<file path="src/sv/pbp_pkg.sv">
`default_nettype none
// ----------------------------------------------------------------------------
// pbp_pkg
// Shared types and fixed constants of the perceptron branch predictor.
// ----------------------------------------------------------------------------
package pbp_pkg;

    localparam int PC_W  = 32;
    localparam int DOT_W = 23;
    localparam int THR_W = 16;

    localparam logic [THR_W-1:0] THR_RESET = 16'd178;

    localparam logic CMD_PREDICT = 1'b0;
    localparam logic CMD_UPDATE  = 1'b1;

    // Table access controls for one cycle
    typedef struct packed {
        logic wt_rd;
        logic wt_we;
        logic bias_rd;
        logic bias_we;
        logic row_set;
    } tbl_ctl_t;

endpackage
`default_nettype wire

</file>
<file path="src/sv/pbp_row_mod.sv">
`default_nettype none
// ----------------------------------------------------------------------------
// pbp_row_mod
// Byte-serial remainder of the branch PC by HIST_LEN through two constant
// tables, then the row base address in the weight memory.
// ----------------------------------------------------------------------------
module pbp_row_mod #(
    parameter int HIST_LEN = 85
) (
    input  wire logic                        clk,
    input  wire logic                        rst_n,
    input  wire logic                        go,
    input  wire logic [pbp_pkg::PC_W-1:0]    pc,
    output logic                             done,
    output logic [$clog2(HIST_LEN)-1:0]      row,
    output logic [$clog2(HIST_LEN*HIST_LEN)-1:0] base
);

    localparam int ROW_W   = $clog2(HIST_LEN);
    localparam int ADDR_W  = $clog2(HIST_LEN*HIST_LEN);
    localparam int BYTE_W  = 8;
    localparam int N_BYTES = pbp_pkg::PC_W / BYTE_W;
    localparam int CNT_W   = $clog2(N_BYTES);
    localparam logic [ROW_W:0] H_K = (ROW_W+1)'(HIST_LEN);
    localparam logic [CNT_W-1:0] CNT_LAST = CNT_W'(N_BYTES - 1);

    logic [ROW_W-1:0]        shl_mod  [2**ROW_W];
    logic [ROW_W-1:0]        byte_mod [2**BYTE_W];

    logic                    run_reg, run_next;
    logic                    mul_reg, mul_next;
    logic                    done_reg, done_next;
    logic [CNT_W-1:0]        cnt_reg, cnt_next;
    logic [pbp_pkg::PC_W-1:0] pc_reg, pc_next;
    logic [ROW_W-1:0]        rem_reg, rem_next;
    logic [ADDR_W-1:0]       base_reg, base_next;
    logic [BYTE_W-1:0]       pc_byte;
    logic [ROW_W:0]          rem_sum;

    // (r << 8) mod HIST_LEN and b mod HIST_LEN, fixed at elaboration
    for (genvar g = 0; g < 2**ROW_W; g++)
    begin : g_shl
        assign shl_mod[g] = ROW_W'((g << BYTE_W) % HIST_LEN);
    end

    for (genvar g = 0; g < 2**BYTE_W; g++)
    begin : g_byte
        assign byte_mod[g] = ROW_W'(g % HIST_LEN);
    end

    always_comb
    begin
        run_next  = run_reg;
        mul_next  = 1'b0;
        done_next = 1'b0;
        cnt_next  = cnt_reg;
        pc_next   = pc_reg;
        rem_next  = rem_reg;
        base_next = base_reg;
        pc_byte   = pc_reg[pbp_pkg::PC_W-1 -: BYTE_W];
        rem_sum   = {1'b0, shl_mod[rem_reg]} + {1'b0, byte_mod[pc_byte]};
        if (go)
        begin
            run_next = 1'b1;
            cnt_next = '0;
            pc_next  = pc;
            rem_next = '0;
        end
        else if (run_reg)
        begin
            // fold in one byte per cycle, MSB first
            rem_next = (rem_sum >= H_K) ? ROW_W'(rem_sum - H_K) : ROW_W'(rem_sum);
            pc_next  = {pc_reg[pbp_pkg::PC_W-BYTE_W-1:0], {BYTE_W{1'b0}}};
            cnt_next = cnt_reg + 1'b1;
            if (cnt_reg == CNT_LAST)
            begin
                run_next = 1'b0;
                mul_next = 1'b1;
            end
        end
        else if (mul_reg)
        begin
            base_next = ADDR_W'(rem_reg * HIST_LEN);
            done_next = 1'b1;
        end
    end

    always_ff @(posedge clk or negedge rst_n)
    begin
        if (!rst_n)
        begin
            run_reg  <= 1'b0;
            mul_reg  <= 1'b0;
            done_reg <= 1'b0;
            cnt_reg  <= '0;
        end
        else
        begin
            run_reg  <= run_next;
            mul_reg  <= mul_next;
            done_reg <= done_next;
            cnt_reg  <= cnt_next;
        end
    end

    always_ff @(posedge clk)
    begin
        pc_reg   <= pc_next;
        rem_reg  <= rem_next;
        base_reg <= base_next;
    end

    assign done = done_reg;
    assign row  = rem_reg;
    assign base = base_reg;

endmodule
`default_nettype wire

</file>
<file path="config.mk">
export PLATFORM = sky130hd
export DESIGN_NAME = pbp_row_mod
export DESIGN_NICKNAME = d
export VERILOG_FILES = /design/src/sv/pbp_pkg.sv /design/src/sv/pbp_row_mod.sv
export SDC_FILE = /design/constraint.sdc
export NUM_CORES = 1
export LEC_CHECK = 0
export BUFFER_PORTS_ARGS = -buffer_cell sky130_fd_sc_hd__buf_4
export CAP_MARGIN = 20
export CORE_ASPECT_RATIO = 0.6
export CORE_UTILIZATION = 50
export DETAILED_ROUTE_END_ITERATION = 10
export MAX_ROUTING_LAYER = met4
export PLACE_DENSITY_LB_ADDON = 0.2
export SYNTH_ARGS = -nofsm -noshare
export SYNTH_HDL_FRONTEND = slang
export SYNTH_SLANG_ARGS = --single-unit
</file>
<file path="constraint.sdc">
create_clock -name clk -period 5.1 [get_ports clk]
set_input_delay 0.255 -clock clk [delete_from_list [all_inputs] [get_ports clk]]
set_output_delay 0.255 -clock clk [all_outputs]
set_load 0.01 [all_outputs]
</file>
==> flow_summary.yaml, run 1 <==
run_status:
  outcome: "finished clean"
synth:
  postSynthCellCount: 428
  ys_types: 56
  ys_ff_latch: 57
  synthMuxAreaShare_pct: 7.72
  async_flop_share_pct: 8.77
  synth_edf_count: 45
  synth_top_family_by_area: "adder cells"
  ys_seq_area_share_pct: 37.8
  synth_area_per_cell_um2: 9.99
  synthSimpleGateAreaFrac_pct: 11.7
  synth_top_cell_by_area: "edfxtp_1"
  synth_area_mm2: 0.00428
  ys.flop_type: "edfxtp_1"
  yosysWarnings: 0
  syn-num-nets: 519
  synthTopCellsByArea: "edfxtp_1, ha_1, mux2_2"
  synth_fa_ha_area_share_pct: 17.4
  synth_top_area_share_pct: 31.6
  synth_compound_area_share_pct: 16.3
  synthXorXnorAreaFrac_pct: 3.48
sta:
  clock.fmax_mhz: 216
  min_period_ns: 4.64
  rsz0062_at_grt: "false"
  post-route-period-util_pct: 90.9
  fin_tns_setup_ns: 0
  fin_ws_ns: 0.463
  hold_viol_final: 0
  skew_ns: 0.00621
  setup_violations: 0
  maxSlewHeadroom_pct: 46.4
  tightest_slew_ns: 0.804
  maxSlewViolCount: 0
routing:
  first_iter_violations: 329
  via_count: 3361
  firstDrtPassIters: 5
  detail-route-antenna-nets: 0
  drc: 0
  vias_per_cell: 5.71
  wl_um: 9570
  routedWlPerCell_um: 16.2
clocking:
  clk_latency_ns: 0.33
  cts_tree: "built"
  cts_sinks: 57
  cts_root_buf: "clkbuf_16"
  numCtsBuffers: 9
  cts_buffer_depth: 2
  path_clk_slew_ns: 0.05
  htree_levels: 3
  cts_repair_resize_count: 0
setup_path:
  crit_family: "compound AO/OA/AOI/OAI gates"
  ff2ff_path_depth: 16
  critPathSlowestCell: "o21ai_1"
  r2r-end: "row[5]$_SDFFE_PP0P_"
  path_cells: "inv_1 -> ha_1 -> nand4_1 -> o21ai_0 -> a221oi_1 -> a21oi_1 -> a211o_1 -> ha_1 -> fa_1 -> a211oi_1 -> nor2_1 -> xor2_1 -> a22oi_1 -> o21ai_1 -> nand3_1 -> a311oi_2"
  cp_slowest_stage_delay_ns: 0.64
  cp.arrival_ns: 4.88
  timing.rr.start: "pc_reg[24]$_DFFE_PP_"
  critPathKind: "register to register"
  cp_common_cell: "ha_1"
  worstSetupEndpointType: "register"
  path_max_fanout: 11
  ff2ff_setup_slack_ns: 0.46
  cp_num_buf_inv: 1
  required_ns: 5.34
  worstSetupStartpointType: "register"
place:
  place_ws_ns: 0.601
  place_hpwl_um: 6870
  place_inst: 571
  place.gp.congestion: 0.861
  port_buffers: 55
die:
  die_area_mm2: 0.00894
  die_y_um: 73.7
  fp.dieW_um: 121
  initial_utilization_pct: 53.0
  core-area_mm2: 0.00807
  rows: 25
  top_level_ports: 56
pwr:
  power_density_mw_per_mm2: 554
  power.leakage_uw: 0.00226
  ir_drop_v: 0.000318
grt:
  grt_pass1_wl_um: 15400
  grt_use_total_pct: 23.5
  antenna_found_initial: 0
  grt_start_max_net_pins: 46
  grt_pass1_vias: 3006
  overflow: 0
min_path:
  hp-class: "input port to register"
  holdPathStages: 2
  min_from: "pc[2]"
  min_to: "pc_reg[2]$_SDFFCE_PN0P_"
final_layout:
  largest_reg_flops: 32
  area_delta_synth_final_pct: 18.3
  stdcell_count: 589
  final_layout_size_suffix_gt1_share_pct: 22.2
  antennaDiodeCount: 0
  nNetsFinal: 567
flow_run:
  cap_viol_max_count: 0
## placed cells by master (no fill, tap or decap), types with 2 or more instances in the layout
cell type,Yosys,final
nor2b_1,4,4
a221oi_1,4,4
nand2_1,25,25
or3_1,2,2
nor2_1,31,31
dfxtp_1,7,7
mux2_2,24,24
xor2_1,6,6
o32ai_1,2,2
or2_2,3,3
edfxtp_1,45,45
o31ai_1,4,4
a311oi_2,2,2
clkinvlp_4,0,2
fa_1,6,6
o22ai_1,3,3
o41ai_1,3,3
a211oi_1,5,5
mux2i_1,6,6
clkinv_1,0,2
a21o_1,7,7
a21oi_1,27,27
buf_4,0,59
dfrtp_1,5,5
nand4_1,3,3
xnor2_1,11,11
nand2b_1,6,6
ha_1,50,50
o21ai_0,31,31
inv_1,37,37
clkbuf_16,0,9
nand3_1,6,6
a31oi_1,4,4
nor3_1,5,5
and2_1,9,9
## how the worst max path moves through the flow
stage / endpoint / slack, ns / cells past startpoint / start
6_report: row[5]$_SDFFE_PP0P_ / 0.46 / 16 / pc_reg[24]$_DFFE_PP_
5_1_grt: row[5]$_SDFFE_PP0P_ / 0.09 / 16 / pc_reg[24]$_DFFE_PP_
4_1_cts: row[3]$_SDFFE_PP0P_ / 0.53 / 16 / pc_reg[24]$_DFFE_PP_
3_5_place_dp: row[3]$_SDFFE_PP0P_ / 0.60 / 16 / pc_reg[24]$_DFFE_PP_
3_3_place_gp: row[1]$_SDFFE_PP0P_ / 0.80 / 16 / pc_reg[24]$_DFFE_PP_
2_1_floorplan: row[2]$_SDFFE_PP0P_ / 1.32 / 18 / pc_reg[25]$_DFFE_PP_
## per-layer routing
metal / wire [um] / vias up / GRT usage [%]
li1: - / 1648 / -
met3: 746 / 18 / 6.60
met5: 0 / - / -
met4: 136 / 0 / 7.27
met2: 3760 / 159 / 30.1
met1: 4930 / 1536 / 35.0
## layout make-up
class | instances | area [um^2]
flip-flops and latches | 57 | 1620
multi-input cells | 311 | 2420
clock buffers | 9 | 225
well taps | 108 | 135
fillers | 670 | 3010
clock inverters | 7 | 70.1
inverters | 37 | 139
repair buffers | 60 | 453
## cell families (layout without fill, tap and decap cells)
logic type | Yosys count | count (layout)
xor+xnor | 17 | 17
fa+ha+maj | 56 | 56
mux | 30 | 30
simple gates | 101 | 101
buf+inv | 60 | 113
compound gates | 107 | 107
flops | 57 | 57
## per-stage QoR
stage | area (um^2) | utilization [%] | hold WS [ns] | power [uW]
detailed placement | 4750 | 58.8 | 0.0652 | 2180
global placement | 4750 | 58.8 | 0.0589 | 2140
CTS | 5050 | 62.6 | 0.198 | 2800
global route | 5060 | 62.7 | 0.201 | 3040
finish | 5060 | 62.7 | 0.207 | 2810
floorplan | 4280 | - | -0.0406 | 1870
## cells in the mapped netlist (3+ instances only)
library cell  number
ha_1              50
edfxtp_1          45
inv_1             37
nor2_1            31
o21ai_0           31
a21oi_1           27
nand2_1           25
mux2_2            24
clkbuf_1          18
xnor2_1           11
and2_1             9
a21o_1             7
dfxtp_1            7
fa_1               6
mux2i_1            6
nand2b_1           6
nand3_1            6
xor2_1             6
a211oi_1           5
dfrtp_1            5
nor3_1             5
a221oi_1           4
a31oi_1            4
nor2b_1            4
o31ai_1            4
buf_1              3
nand4_1            3
o22ai_1            3
o41ai_1            3
or2_2              3
## worst register-to-register path, delay by kind of cell (launching register included)
family          cells  cell delay, ns
buf+inv             1            0.18
xor+xnor            1            0.31
compound gates      8            2.27
simple gates        3            0.38
fa+ha+maj           3            0.93
flops               1            0.48
## where the power goes
part	switching, uW	leakage (uW)	internal (uW)
Combinational	830	0.00153	663
Clock	221	0.000137	377
Sequential	98.2	0.000590	617
## what timing repair did
| action | CTS | global route |
|---|---|---|
| setup buffers | 0 | 0 |
| hold buffers | 1 | 0 |
| endpoints found under the setup margin | 0 | 0 |
| hold endpoints to repair | 5 | 0 |
No activity file was read; power rests on OpenSTA's default activity.
==> run 2: changes to the inputs <==
- GPL_TIMING_DRIVEN: default -> 0
- RECOVER_POWER: default -> 100
- SKIP_CTS_REPAIR_TIMING: default -> 1
==> run 2 against run 1 <==
  * The flow now finishes with violations (capacitance limit, slew limit)
  * Non-clock buffer count is 19 higher
  * Die area stayed put
  * Count of clock-buffer cells in the layout stayed put
  * Final area is 0.35% lower
  * Global-route usage is 0.063 points lower
  * Clock skew is 0.00068 ns lower
  * Critical path type unchanged
  * Critical endpoint unchanged
==> flow_summary.yaml, run 2 (synthesized netlist as in run 1, its figures left out) <==
run_status:
  outcome: "finished with violations"
  violations: "capacitance limit, slew limit"
setup_path:
  ff2ff_setup_slack_ns: 0.63
  crit_family: "compound AO/OA/AOI/OAI gates"
  cp.arrival_ns: 4.70
  worstSetupEndpointType: "register"
  critPathSlowestCell: "fa_1"
  worstSetupStartpointType: "register"
  ff2ff_path_depth: 16
  critPathKind: "register to register"
  path_max_fanout: 10
  cp_common_cell: "clkbuf_1"
  path_depth: 16
  cp_slowest_stage_delay_ns: 0.46
  cp_num_buf_inv: 3
  required_ns: 5.34
  path_cells: "clkbuf_1 -> clkbuf_1 -> nand4_1 -> mux2i_1 -> a21oi_1 -> a211o_1 -> ha_1 -> fa_1 -> a211oi_1 -> nor2_1 -> xor2_1 -> a22oi_1 -> o21ai_0 -> buf_6 -> nand3_1 -> a311oi_2"
grt:
  antenna_found_initial: 0
  overflow: 0
  grt_pass1_wl_um: 15400
  grt_pass1_vias: 3045
  grt_start_max_net_pins: 36
  grt_use_total_pct: 23.5
pwr:
  power.leakage_uw: 0.00219
  ir_drop_v: 0.000336
  power_density_mw_per_mm2: 565
routing:
  via_count: 3433
  vias_per_cell: 5.65
  first_iter_violations: 297
  firstDrtPassIters: 5
  detail-route-antenna-nets: 0
  routedWlPerCell_um: 15.9
  wl_um: 9700
  drc: 0
clocking:
  numCtsBuffers: 9
  clk_latency_ns: 0.33
  cts_buffer_depth: 2
  path_clk_slew_ns: 0.06
  htree_levels: 3
  cts_sinks: 57
  cts_tree: "built"
  cts_root_buf: "clkbuf_16"
min_path:
  hp-class: "input port to register"
  holdPathStages: 2
die:
  top_level_ports: 56
  fp.dieW_um: 121
  die_y_um: 73.7
  core-area_mm2: 0.00807
  die_area_mm2: 0.00894
  rows: 25
  initial_utilization_pct: 53.0
final_layout:
  final_layout_size_suffix_gt1_share_pct: 16.0
  stdcell_count: 608
  largest_reg_flops: 32
  nNetsFinal: 586
  postLayoutCellArea_mm2: 0.00504
  antennaDiodeCount: 0
  layout_common_cells: "ha_1, edfxtp_1, clkbuf_1, inv_1"
  area_delta_synth_final_pct: 17.9
  layout_commonest_cell: "ha_1"
sta:
  maxSlewHeadroom_pct: -55.3
  maxSlewViolCount: 36
  rsz0062_at_grt: "false"
  post-route-period-util_pct: 87.6
  tightest_slew_ns: 2.33
  skew_ns: 0.00553
  min_period_ns: 4.47
  fin_tns_setup_ns: 0
  setup_violations: 0
  clock.fmax_mhz: 224
  hold_viol_final: 0
flow_run:
  cap_viol_max_count: 1
place:
  placed_area_mm2: 0.00482
  port_buffers: 54
  place.gp.congestion: 0.889
  place_hpwl_um: 7450
  place_inst: 590
## run 2: cell types whose count changed in the layout (fill, tap and decap cells not counted), sizes merged
cell	before	now
clkinvlp	2	1
buf	59	35
clkinv	3	2
inv	38	40
clkbuf	9	52
## run 2: worst paths after layout
kind                                            from                       to
max in group asynchronous                      rst_n        run_reg$_DFF_PN0_
worst max-delay path            pc_reg[26]$_DFFE_PP_      row[5]$_SDFFE_PP0P_
worst min register to register     mul_reg$_DFF_PN0_           done$_DFF_PN0_
min in group asynchronous                      rst_n           done$_DFF_PN0_
worst min-delay path                           pc[3]  pc_reg[3]$_SDFFCE_PN0P_
worst max register to register  pc_reg[26]$_DFFE_PP_      row[5]$_SDFFE_PP0P_
## run 2: area by class of cell
class / count / area (um^2)
plain buffers: 23 / 101
clock buffers: 9 / 225
clock inverters: 7 / 76.3
fillers: 706 / 3030
inverters: 37 / 139
multi-input cells: 311 / 2410
flip-flops and latches: 57 / 1620
well taps: 108 / 135
repair buffers: 56 / 337
## run 2: through the flow
stage / hold slack [ns] / setup WS [ns] / power [uW] / util (%)
after global routing: 0.215 / 0.320 / 3050 / 62.5
after global placement: 0.0580 / 0.838 / 2200 / 59.7
final: 0.210 / 0.631 / 2850 / 62.5
after CTS: -0.288 / 0.792 / 2870 / 63.4
after detailed placement: 0.0599 / 0.835 / 2240 / 59.7
after floorplan: -0.0406 / 1.32 / 1870 / -
## run 2: routing by layer
| layer | GRT usage (%) | routed length, um | part of all wire (%) |
|---|---|---|---|
| met5 | - | 0 | 0 |
| met4 | 6.86 | 96 | 0.99 |
| met3 | 4.35 | 696 | 7.2 |
| met2 | 28.6 | 3740 | 39 |
| met1 | 37.5 | 5170 | 53 |
## run 2: power breakdown
part	switching, uW	leakage (uW)	internal [uW]	total [uW]
clock	224	0.000144	382	606
combinational	892	0.00146	668	1560
sequential	66.0	0.000590	617	683
total	1180	0.00219	1670	2850
## run 2: worst register-to-register path: stages (launching register included)
cell and delay (ns):
edfxtp_1 0.35, clkbuf_1 0.26, clkbuf_1 0.37, nand4_1 0.16
mux2i_1 0.20, a21oi_1 0.09, a211o_1 0.30, ha_1 0.21
fa_1 0.46, a211oi_1 0.37, nor2_1 0.12, xor2_1 0.43
a22oi_1 0.11, o21ai_0 0.35, buf_6 0.20, nand3_1 0.12
a311oi_2 0.28
